<file path="src/design/rhsa_pkg.sv">
// Shared types, constants and helpers for the rotating-hint slot allocator.
// No dependencies; imported by every module of the block.
package rhsa_pkg;

  localparam int DEF_POOL_SLOTS   = 2048;
  localparam int DEF_INLINE_BYTES = 512;
  localparam logic [31:0] DEF_SIZE_LIMIT = 32'd65536;

  localparam int WORD_BITS = 64;
  localparam int BIT_W     = 6;
  localparam int SLOT_W    = 16;
  localparam int SIZE_W    = 32;

  typedef enum logic [2:0] {
    ST_GRANTED   = 3'd0,
    ST_TOO_LARGE = 3'd1,
    ST_USE_PAGES = 3'd2,
    ST_POOL_FULL = 3'd3,
    ST_FREED     = 3'd4,
    ST_BAD_INDEX = 3'd5
  } status_t;

  typedef enum logic {
    OP_ALLOC = 1'b0,
    OP_FREE  = 1'b1
  } op_t;

  typedef struct packed {
    op_t                op;
    logic [SIZE_W-1:0]  req_bytes;
    logic [SLOT_W-1:0]  slot_index;
  } req_t;

  typedef struct packed {
    status_t            status;
    logic [SLOT_W-1:0]  slot;
  } res_t;

  typedef struct packed {
    logic              found;
    logic [BIT_W-1:0]  pos;
  } find_t;

  // lowest set bit of a busy-map word
  function automatic find_t lowest_set(input logic [WORD_BITS-1:0] v);
    find_t r;
    r = '0;
    for (int i = WORD_BITS - 1; i >= 0; i--) begin
      if (v[i]) begin
        r.found = 1'b1;
        r.pos   = BIT_W'(i);
      end
    end
    return r;
  endfunction

endpackage

</file>
<file path="src/design/rhsa_busy_mem.sv">
// Busy-map storage: one 64-bit word per 64 slots, one write and one read port.
// Read data is registered. Uses rhsa_pkg.
module rhsa_busy_mem
  import rhsa_pkg::*;
#(
  parameter int DEPTH  = 32,
  parameter int ADDR_W = 5
) (
  input  logic                 clk,
  input  logic                 wr_en,
  input  logic [ADDR_W-1:0]    wr_addr,
  input  logic [WORD_BITS-1:0] wr_data,
  input  logic                 rd_en,
  input  logic [ADDR_W-1:0]    rd_addr,
  output logic [WORD_BITS-1:0] rd_data
);

  logic [WORD_BITS-1:0] mem [DEPTH];

  always_ff @(posedge clk) begin
    if (wr_en) begin
      mem[wr_addr] <= wr_data;
    end
  end

  always_ff @(posedge clk) begin
    if (rd_en) begin
      rd_data <= mem[rd_addr];
    end
  end

endmodule

</file>
<file path="src/design/rhsa_ctrl.sv">
// Sequencer: clearing pass, request decode, word-by-word circular free search
// and read-modify-write of the busy map. Uses rhsa_pkg, drives rhsa_busy_mem.
module rhsa_ctrl
  import rhsa_pkg::*;
#(
  parameter int POOL_SLOTS   = DEF_POOL_SLOTS,
  parameter int INLINE_BYTES = DEF_INLINE_BYTES,
  parameter int NUM_WORDS    = (POOL_SLOTS + WORD_BITS - 1) / WORD_BITS,
  parameter int ADDR_W       = (NUM_WORDS > 1) ? $clog2(NUM_WORDS) : 1
) (
  input  logic                 clk,
  input  logic                 rst,
  input  logic [SIZE_W-1:0]    size_limit,
  input  logic                 req_valid,
  output logic                 req_ready,
  input  req_t                 req,
  output logic                 res_valid,
  input  logic                 res_ready,
  output res_t                 res,
  output logic                 wr_en,
  output logic [ADDR_W-1:0]    wr_addr,
  output logic [WORD_BITS-1:0] wr_data,
  output logic                 rd_en,
  output logic [ADDR_W-1:0]    rd_addr,
  input  logic [WORD_BITS-1:0] rd_data
);

  localparam int HINT_W    = ADDR_W + BIT_W;
  localparam int STEP_W    = $clog2(NUM_WORDS + 1);
  localparam int LAST_BITS = POOL_SLOTS - (NUM_WORDS - 1) * WORD_BITS;
  localparam logic [WORD_BITS-1:0] LAST_MASK = {WORD_BITS{1'b1}} >> (WORD_BITS - LAST_BITS);

  typedef enum logic [4:0] {
    S_CLEAR = 5'b00001,
    S_IDLE  = 5'b00010,
    S_SCAN  = 5'b00100,
    S_FREE  = 5'b01000,
    S_DONE  = 5'b10000
  } state_t;

  state_t               state, state_next;
  logic [ADDR_W-1:0]    clr_cnt, clr_cnt_next;
  logic [HINT_W-1:0]    hint, hint_next;
  logic [ADDR_W-1:0]    word, word_next;
  logic [BIT_W-1:0]     off, off_next;
  logic [STEP_W-1:0]    step, step_next;
  res_t                 res_q, res_next;

  logic [HINT_W:0]      hint_inc;
  logic [ADDR_W-1:0]    word_wrap;
  logic [WORD_BITS-1:0] lo_mask, step_mask, pool_mask, avail;
  find_t                hit;

  assign hint_inc  = {1'b0, hint} + (HINT_W+1)'(1);
  assign word_wrap = (word == ADDR_W'(NUM_WORDS - 1)) ? '0 : word + ADDR_W'(1);
  assign lo_mask   = {WORD_BITS{1'b1}} << off;
  assign pool_mask = (word == ADDR_W'(NUM_WORDS - 1)) ? LAST_MASK : {WORD_BITS{1'b1}};

  always_comb begin
    if (step == '0) begin
      step_mask = lo_mask;
    end else if (step == STEP_W'(NUM_WORDS)) begin
      step_mask = ~lo_mask;
    end else begin
      step_mask = {WORD_BITS{1'b1}};
    end
  end

  assign avail = ~rd_data & step_mask & pool_mask;
  assign hit   = lowest_set(avail);

  always_comb begin
    state_next   = state;
    clr_cnt_next = clr_cnt;
    hint_next    = hint;
    word_next    = word;
    off_next     = off;
    step_next    = step;
    res_next     = res_q;
    req_ready    = 1'b0;
    res_valid    = 1'b0;
    wr_en        = 1'b0;
    wr_addr      = word;
    wr_data      = rd_data;
    rd_en        = 1'b0;
    rd_addr      = word;
    unique case (state)
      S_CLEAR: begin
        wr_en        = 1'b1;
        wr_addr      = clr_cnt;
        wr_data      = '0;
        clr_cnt_next = clr_cnt + ADDR_W'(1);
        if (clr_cnt == ADDR_W'(NUM_WORDS - 1)) begin
          state_next = S_IDLE;
        end
      end
      S_IDLE: begin
        req_ready = 1'b1;
        if (req_valid) begin
          res_next = '{status: ST_FREED, slot: '0};
          if (req.op == OP_FREE) begin
            if ({1'b0, req.slot_index} < (SLOT_W+1)'(POOL_SLOTS)) begin
              word_next  = req.slot_index[HINT_W-1:BIT_W];
              off_next   = req.slot_index[BIT_W-1:0];
              rd_en      = 1'b1;
              rd_addr    = word_next;
              state_next = S_FREE;
            end else begin
              res_next.status = ST_BAD_INDEX;
              state_next      = S_DONE;
            end
          end else if (req.req_bytes > size_limit) begin
            res_next.status = ST_TOO_LARGE;
            state_next      = S_DONE;
          end else if (req.req_bytes > SIZE_W'(INLINE_BYTES)) begin
            res_next.status = ST_USE_PAGES;
            state_next      = S_DONE;
          end else begin
            word_next  = hint[HINT_W-1:BIT_W];
            off_next   = hint[BIT_W-1:0];
            step_next  = '0;
            hint_next  = (hint_inc == (HINT_W+1)'(POOL_SLOTS)) ? '0 : hint_inc[HINT_W-1:0];
            rd_en      = 1'b1;
            rd_addr    = word_next;
            state_next = S_SCAN;
          end
        end
      end
      S_FREE: begin
        wr_en      = 1'b1;
        wr_data    = rd_data & ~(WORD_BITS'(1) << off);
        state_next = S_DONE;
      end
      S_SCAN: begin
        if (hit.found) begin
          wr_en      = 1'b1;
          wr_data    = rd_data | (WORD_BITS'(1) << hit.pos);
          res_next   = '{status: ST_GRANTED, slot: SLOT_W'({word, hit.pos})};
          state_next = S_DONE;
        end else if (step == STEP_W'(NUM_WORDS)) begin
          res_next   = '{status: ST_POOL_FULL, slot: '0};
          state_next = S_DONE;
        end else begin
          step_next = step + STEP_W'(1);
          word_next = word_wrap;
          rd_en     = 1'b1;
          rd_addr   = word_wrap;
        end
      end
      S_DONE: begin
        res_valid = 1'b1;
        if (res_ready) begin
          state_next = S_IDLE;
        end
      end
      default: begin
        state_next = S_CLEAR;
      end
    endcase
  end

  assign res = res_q;

  always_ff @(posedge clk) begin
    if (rst) begin
      state   <= S_CLEAR;
      clr_cnt <= '0;
      hint    <= '0;
    end else begin
      state   <= state_next;
      clr_cnt <= clr_cnt_next;
      hint    <= hint_next;
    end
  end

  always_ff @(posedge clk) begin
    word  <= word_next;
    off   <= off_next;
    step  <= step_next;
    res_q <= res_next;
  end

  a_hint_in_pool: assert property (@(posedge clk) disable iff (rst)
    {1'b0, hint} < (HINT_W+1)'(POOL_SLOTS))
    else $error("search hint left the pool");

  a_no_rw_collide: assert property (@(posedge clk) disable iff (rst)
    wr_en && rd_en |-> wr_addr != rd_addr)
    else $error("read and write of the same busy word in one cycle");

  a_step_bound: assert property (@(posedge clk) disable iff (rst)
    state == S_SCAN |-> step <= STEP_W'(NUM_WORDS))
    else $error("search ran past one full turn");

  a_grant_in_pool: assert property (@(posedge clk) disable iff (rst)
    res_valid && res.status == ST_GRANTED |-> {1'b0, res.slot} < (SLOT_W+1)'(POOL_SLOTS))
    else $error("granted slot outside the pool");

  a_result_held: assert property (@(posedge clk) disable iff (rst)
    state == S_DONE && !res_ready |=> state == S_DONE && $stable(res_q))
    else $error("pending result lost");

endmodule

</file>
<file path="src/design/rotating_hint_slot_allocator.sv">
// Allocate: one busy-map word read per cycle, NUM_WORDS+1 reads at most (33 at
// 2048 slots). One request at a time; the next beat is taken only after the
// result has entered the output register. After rst the busy map is cleared
// one word per cycle, NUM_WORDS words (32 by default), before s_axis_tready
// rises. Stream ports, size_limit reg; uses rhsa_pkg.
module rotating_hint_slot_allocator
  import rhsa_pkg::*;
#(
  parameter int POOL_SLOTS   = DEF_POOL_SLOTS,
  parameter int INLINE_BYTES = DEF_INLINE_BYTES
) (
  input  logic        clk,
  input  logic        rst,
  input  logic        cfg_we,
  input  logic [31:0] cfg_wdata,      // size_limit
  input  logic        s_axis_tvalid,
  output logic        s_axis_tready,
  input  logic [47:0] s_axis_tdata,   // req_bytes[31:0], slot_index[47:32]
  input  logic [0:0]  s_axis_tuser,   // operation[0]
  output logic        m_axis_tvalid,
  input  logic        m_axis_tready,
  output logic [15:0] m_axis_tdata,   // granted_slot[15:0]
  output logic [2:0]  m_axis_tuser    // status[2:0]
);

  localparam int NUM_WORDS = (POOL_SLOTS + WORD_BITS - 1) / WORD_BITS;
  localparam int ADDR_W    = (NUM_WORDS > 1) ? $clog2(NUM_WORDS) : 1;

  logic [SIZE_W-1:0]    size_limit;
  req_t                 req;
  res_t                 res, out_q;
  logic                 res_valid, res_ready;
  logic                 wr_en, rd_en;
  logic [ADDR_W-1:0]    wr_addr, rd_addr;
  logic [WORD_BITS-1:0] wr_data, rd_data;

  assign req = '{op: op_t'(s_axis_tuser[0]),
                 req_bytes: s_axis_tdata[31:0],
                 slot_index: s_axis_tdata[47:32]};

  always_ff @(posedge clk) begin
    if (rst) begin
      size_limit <= DEF_SIZE_LIMIT;
    end else if (cfg_we) begin
      size_limit <= cfg_wdata;
    end
  end

  rhsa_ctrl #(
    .POOL_SLOTS   (POOL_SLOTS),
    .INLINE_BYTES (INLINE_BYTES),
    .NUM_WORDS    (NUM_WORDS),
    .ADDR_W       (ADDR_W)
  ) u_ctrl (
    .clk        (clk),
    .rst        (rst),
    .size_limit (size_limit),
    .req_valid  (s_axis_tvalid),
    .req_ready  (s_axis_tready),
    .req        (req),
    .res_valid  (res_valid),
    .res_ready  (res_ready),
    .res        (res),
    .wr_en      (wr_en),
    .wr_addr    (wr_addr),
    .wr_data    (wr_data),
    .rd_en      (rd_en),
    .rd_addr    (rd_addr),
    .rd_data    (rd_data)
  );

  rhsa_busy_mem #(
    .DEPTH  (NUM_WORDS),
    .ADDR_W (ADDR_W)
  ) u_mem (
    .clk     (clk),
    .wr_en   (wr_en),
    .wr_addr (wr_addr),
    .wr_data (wr_data),
    .rd_en   (rd_en),
    .rd_addr (rd_addr),
    .rd_data (rd_data)
  );

  assign res_ready = !m_axis_tvalid || m_axis_tready;

  always_ff @(posedge clk) begin
    if (rst) begin
      m_axis_tvalid <= 1'b0;
    end else if (res_ready) begin
      m_axis_tvalid <= res_valid;
    end
  end

  always_ff @(posedge clk) begin
    if (res_ready && res_valid) begin
      out_q <= res;
    end
  end

  assign m_axis_tdata = out_q.slot;
  assign m_axis_tuser = out_q.status;

endmodule

</file>
<file path="config.mk">
export PLATFORM = sky130hd
export DESIGN_NAME = rotating_hint_slot_allocator
export DESIGN_NICKNAME = d
export VERILOG_FILES = /design/src/design/rhsa_pkg.sv /design/src/design/rhsa_busy_mem.sv /design/src/design/rhsa_ctrl.sv /design/src/design/rotating_hint_slot_allocator.sv
export SDC_FILE = /design/constraint.sdc
export NUM_CORES = 2
export LEC_CHECK = 0
export BUFFER_PORTS_ARGS = -buffer_cell sky130_fd_sc_hd__buf_2
export CELL_PAD_IN_SITES_DETAIL_PLACEMENT = 0
export CELL_PAD_IN_SITES_GLOBAL_PLACEMENT = 1
export CORE_MARGIN = 2
export CORE_UTILIZATION = 60
export CTS_CLUSTER_SIZE = 30
export DETAILED_ROUTE_END_ITERATION = 10
export PLACE_DENSITY = 0.86
export SYNTH_ARGS = -nofsm -noshare
export SYNTH_HDL_FRONTEND = slang
export SYNTH_HIERARCHICAL = 1
export SYNTH_SLANG_ARGS = --single-unit
</file>
<file path="constraint.sdc">
create_clock -name clk -period 10.7 [get_ports clk]
set_input_delay 0 -clock clk [delete_from_list [all_inputs] [get_ports clk]]
set_output_delay 0 -clock clk [all_outputs]
set_load 0.02 [all_outputs]
</file>
==> impl_metrics.toml <==
[synthesis]
synth-edff-count = 2157
synth-compound-area-share = 0.04381
synth_common_cells = "2157 x edfxtp_1, 602 x mux4_2, 169 x nor2_1, 120 x a21oi_1, 118 x nand2_1"
syn_inst = 4503
synthDistinctLibCells = 103
synthAdderAreaFrac = 0.005395
muxShareOfSynthArea = 0.1683
synthSimpleGateAreaFrac = 0.03233
ys_seq_area_frac = 0.7292
synthTopCellsByArea = "edfxtp_1 72%, mux4_2 15%, dfxtp_1 1.3%, mux2_2 1.0%, mux2i_1 0.84%"
yosysMostFrequentCell = "edfxtp_1"
yosys_warnings = 6
netlist_area_mm2 = 0.09045
synth-xor-area-share = 0.003002
synth_top_area_cell = "edfxtp_1"
avgSynthCellArea_um2 = 20.09
async_flop_share = 0
synth_ff_type = "edfxtp_1"
ys_ff_latch = 2216
synth_top_family_by_area = "multiplexers"
yosys.area.top_type_share = 0.7161

[die]
die_w_um = 392.3
num_rows = 142
die_height_um = 392.3
start_util = 0.6039
dieArea_mm2 = 0.1539
core_mm2 = 0.1498
num_io_pins = 107

[sta]
slew_violations = 0
worst_pin_slew_ns = 1.440
finClkSkew_ns = 0.04898
setup_violations = 0
setup_tns_ns = 0
grt_setup_unrepaired = "false"
timing.final.hold_violations = 0
fin_crit_ns = 8.198
period_share = 0.7661
slew_headroom = 0.03982
fmax_ghz = 0.1220

[place]
numPortBuffers = 106
dp_hpwl_mm = 129.2
place.gp.congestion = 1.054

[power_and_ir_drop]
swShare = 0.2350
leakagePower_nw = 33.63
power-per-cell-area_mw_per_mm2 = 191.0
vdd_drop_max_mv = 0.1872
clockPowerShare = 0.377
combPwrFrac = 0.096
finalPower_w = 0.01950
power.internal_w = 0.01491
p_sw_w = 0.004582
seqPwrFrac = 0.527

[cts]
cts-root-buf = "clkbuf_16"
clock_latency_ns = 0.86
htreeDepth = 4
cts_buffer_depth = 3
clock-sinks = 2216
tritoncts = "done"
path_clk_slew_ns = 0.06
cts_resized = 0
cts_buffers = 209

[worst_setup_path]
cp-start-kind = "flip-flop"
cp_cell_sequence = "buf_4 > inv_1 > buf_4 > nor2_2 > a211o_2 > o21ai_2 > nor3_1 > nand4b_1 > or4_1 > o311ai_4 > buf_4 > buf_12 > mux4_2 > mux4_2 > mux2_2"
cp_common_cell = "buf_4"
end_kind = "flip-flop"
slowest_stage = "o311ai_4"
cp_slowest_stage_delay_ns = 1.02
crit_fanout = 70
arrival_ns = 8.79
worstSetupPathType = "reg -> reg"
cp_data_required_time_ns = 11.29

[run_status]
status = "complete, no violations"

[global_route]
grt_start_max_net_pins = 103
grt_overflow = 0
grt_usage = 0.3425
antenna_found_initial = 4
grt_pass1_wl_mm = 368.3
grt_pass1_vias = 50054

[route]
drt_wl_total_mm = 260.5
first_pass_iters = 9
drt_first_iter_violations = 8519
ant_nets = 0
vias = 50502
routed_via_density = 7.162
post_drt_wl_per_cell_um = 36.94
post-route-drc-count = 0

[cells_and_area]
final-seq-area_mm2 = 0.06595
finalNetCount = 4980
n_fill_cell = 8926
multi_input_area_mm2 = 0.02325
drive_above_1_share = 0.2646
area_growth_syn_to_layout_pct = 12.87

[min_path]
hold_class = "in -> reg"

[run]
cap_violations = 0
## final timing paths
check	startpoint	endpoint	slack [ns]	cells past startpoint
min reg2reg	u_ctrl/res[18]	m_axis_tuser[2]	0.42	0
max reg2reg	u_ctrl/step[5]	u_mem/rd_data[48]	2.50	15
max	u_ctrl/step[5]	u_mem/rd_data[48]	2.50	15
min	s_axis_tdata[41]	u_ctrl/word[3]	0.11	4
## power by group through the flow
stage	registers, W	logic (W)	clock network [W]
detailed placement	0.0104	0.00176	0
floorplan	0.0104	0.00109	0
global placement	0.0104	0.00171	0
finish	0.0103	0.00186	0.00735
global route	0.0103	0.00193	0.00770
CTS	0.0103	0.00183	0.00741
## sequential cells by signal, indices dropped and copies added, names as in the netlist, 5 cells and up
signal and flops:
m_axis_tdata 16, size_limit 32, u_ctrl/clr_cnt 5, u_ctrl/hint 11, u_ctrl/off 6, u_ctrl/res 14, u_ctrl/state 5, u_ctrl/step 6
u_ctrl/word 5, u_mem/mem 2048, u_mem/rd_data 64
## what timing repair did
action	CTS	global route
hold endpoints to repair	64	0
hold buffers	155	0
buffers inserted	0	0
## metrics by stage
step                instance area (µm²)  setup WS, ns    util  instances  hold slack, ns
floorplan                         90460         3.321       -       4507          0.1223
global placement                  93780         2.860  0.6261       6505          0.2096
detailed placement                93780         2.846  0.6261       6505          0.2180
CTS                              102100         2.828  0.6815       7047         0.04767
global route                     102100         2.460  0.6815       7047          0.1329
finish                           102100         2.502  0.6816       7051          0.1134
## critical path, delay by kind of cell, from the launching register on
family	cells	cell delay, ns
multiplexers	3	1.37
AND/OR/NAND/NOR	4	2.37
buffers and inverters	5	2.31
AO/OA/AOI/OAI	3	1.38
flip-flops	1	0.34
## area by class of cell
class / instances / area share
multi-input cells: 1956 / 0.2277
repair buffers: 406 / 0.03290
well taps: 2016 / 0.02471
diodes: 4 / 0.00009805
clock buffers: 258 / 0.05324
flip-flops and latches: 2216 / 0.6460
clock inverters: 129 / 0.01287
inverters: 66 / 0.002427
## layer usage
metal	share of wire	global-route usage
met2	0.47	0.5319
met3	0.13	0.08340
met1	0.35	0.4764
met4	0.045	0.1330
met5	0.00015	0
## cell families after synthesis
| logic type | Yosys count |
|---|---|
| AOI/OAI and AO/OA | 555 |
| xor gates and xnor gates | 31 |
| adders and majority gates | 39 |
| buffers and inverters | 335 |
| DFF | 2216 |
| muxes | 758 |
| other | 1 |
| and+or+nand+nor | 568 |
## cells in the final DEF, fill, tap and decap left out, drive strengths merged, types with 11 or more instances in the layout
| master | netlist | layout |
|---|---|---|
| edfxtp | 2157 | 2157 |
| mux4 | 602 | 602 |
| clkbuf | 100 | 258 |
| buf | 169 | 251 |
| nor2 | 172 | 172 |
| dlygate4sd3 | 0 | 155 |
| a21oi | 122 | 122 |
| nand2 | 118 | 118 |
| clkinv | 0 | 97 |
| o21ai | 94 | 94 |
| mux2 | 80 | 80 |
| mux2i | 76 | 76 |
| inv | 66 | 72 |
| dfxtp | 59 | 59 |
| nor3 | 47 | 47 |
| nand3 | 41 | 41 |
| ha | 39 | 39 |
| a211oi | 38 | 38 |
| a32o | 35 | 35 |
| a31oi | 28 | 28 |
| nor4 | 27 | 27 |
| xnor2 | 24 | 24 |
| and2 | 22 | 22 |
| nand4 | 21 | 21 |
| a21o | 21 | 21 |
| o211ai | 21 | 21 |
| bufinv | 0 | 20 |
| o22ai | 19 | 19 |
| a221oi | 18 | 18 |
| o221ai | 17 | 17 |
| o21a | 15 | 15 |
| or4 | 15 | 15 |
| nand2b | 14 | 14 |
| or3 | 14 | 14 |
| nor2b | 13 | 13 |
| nand3b | 12 | 12 |
| a211o | 12 | 12 |
| or2 | 12 | 12 |
| o311ai | 11 | 11 |
(Power assumes the default switching activity.)
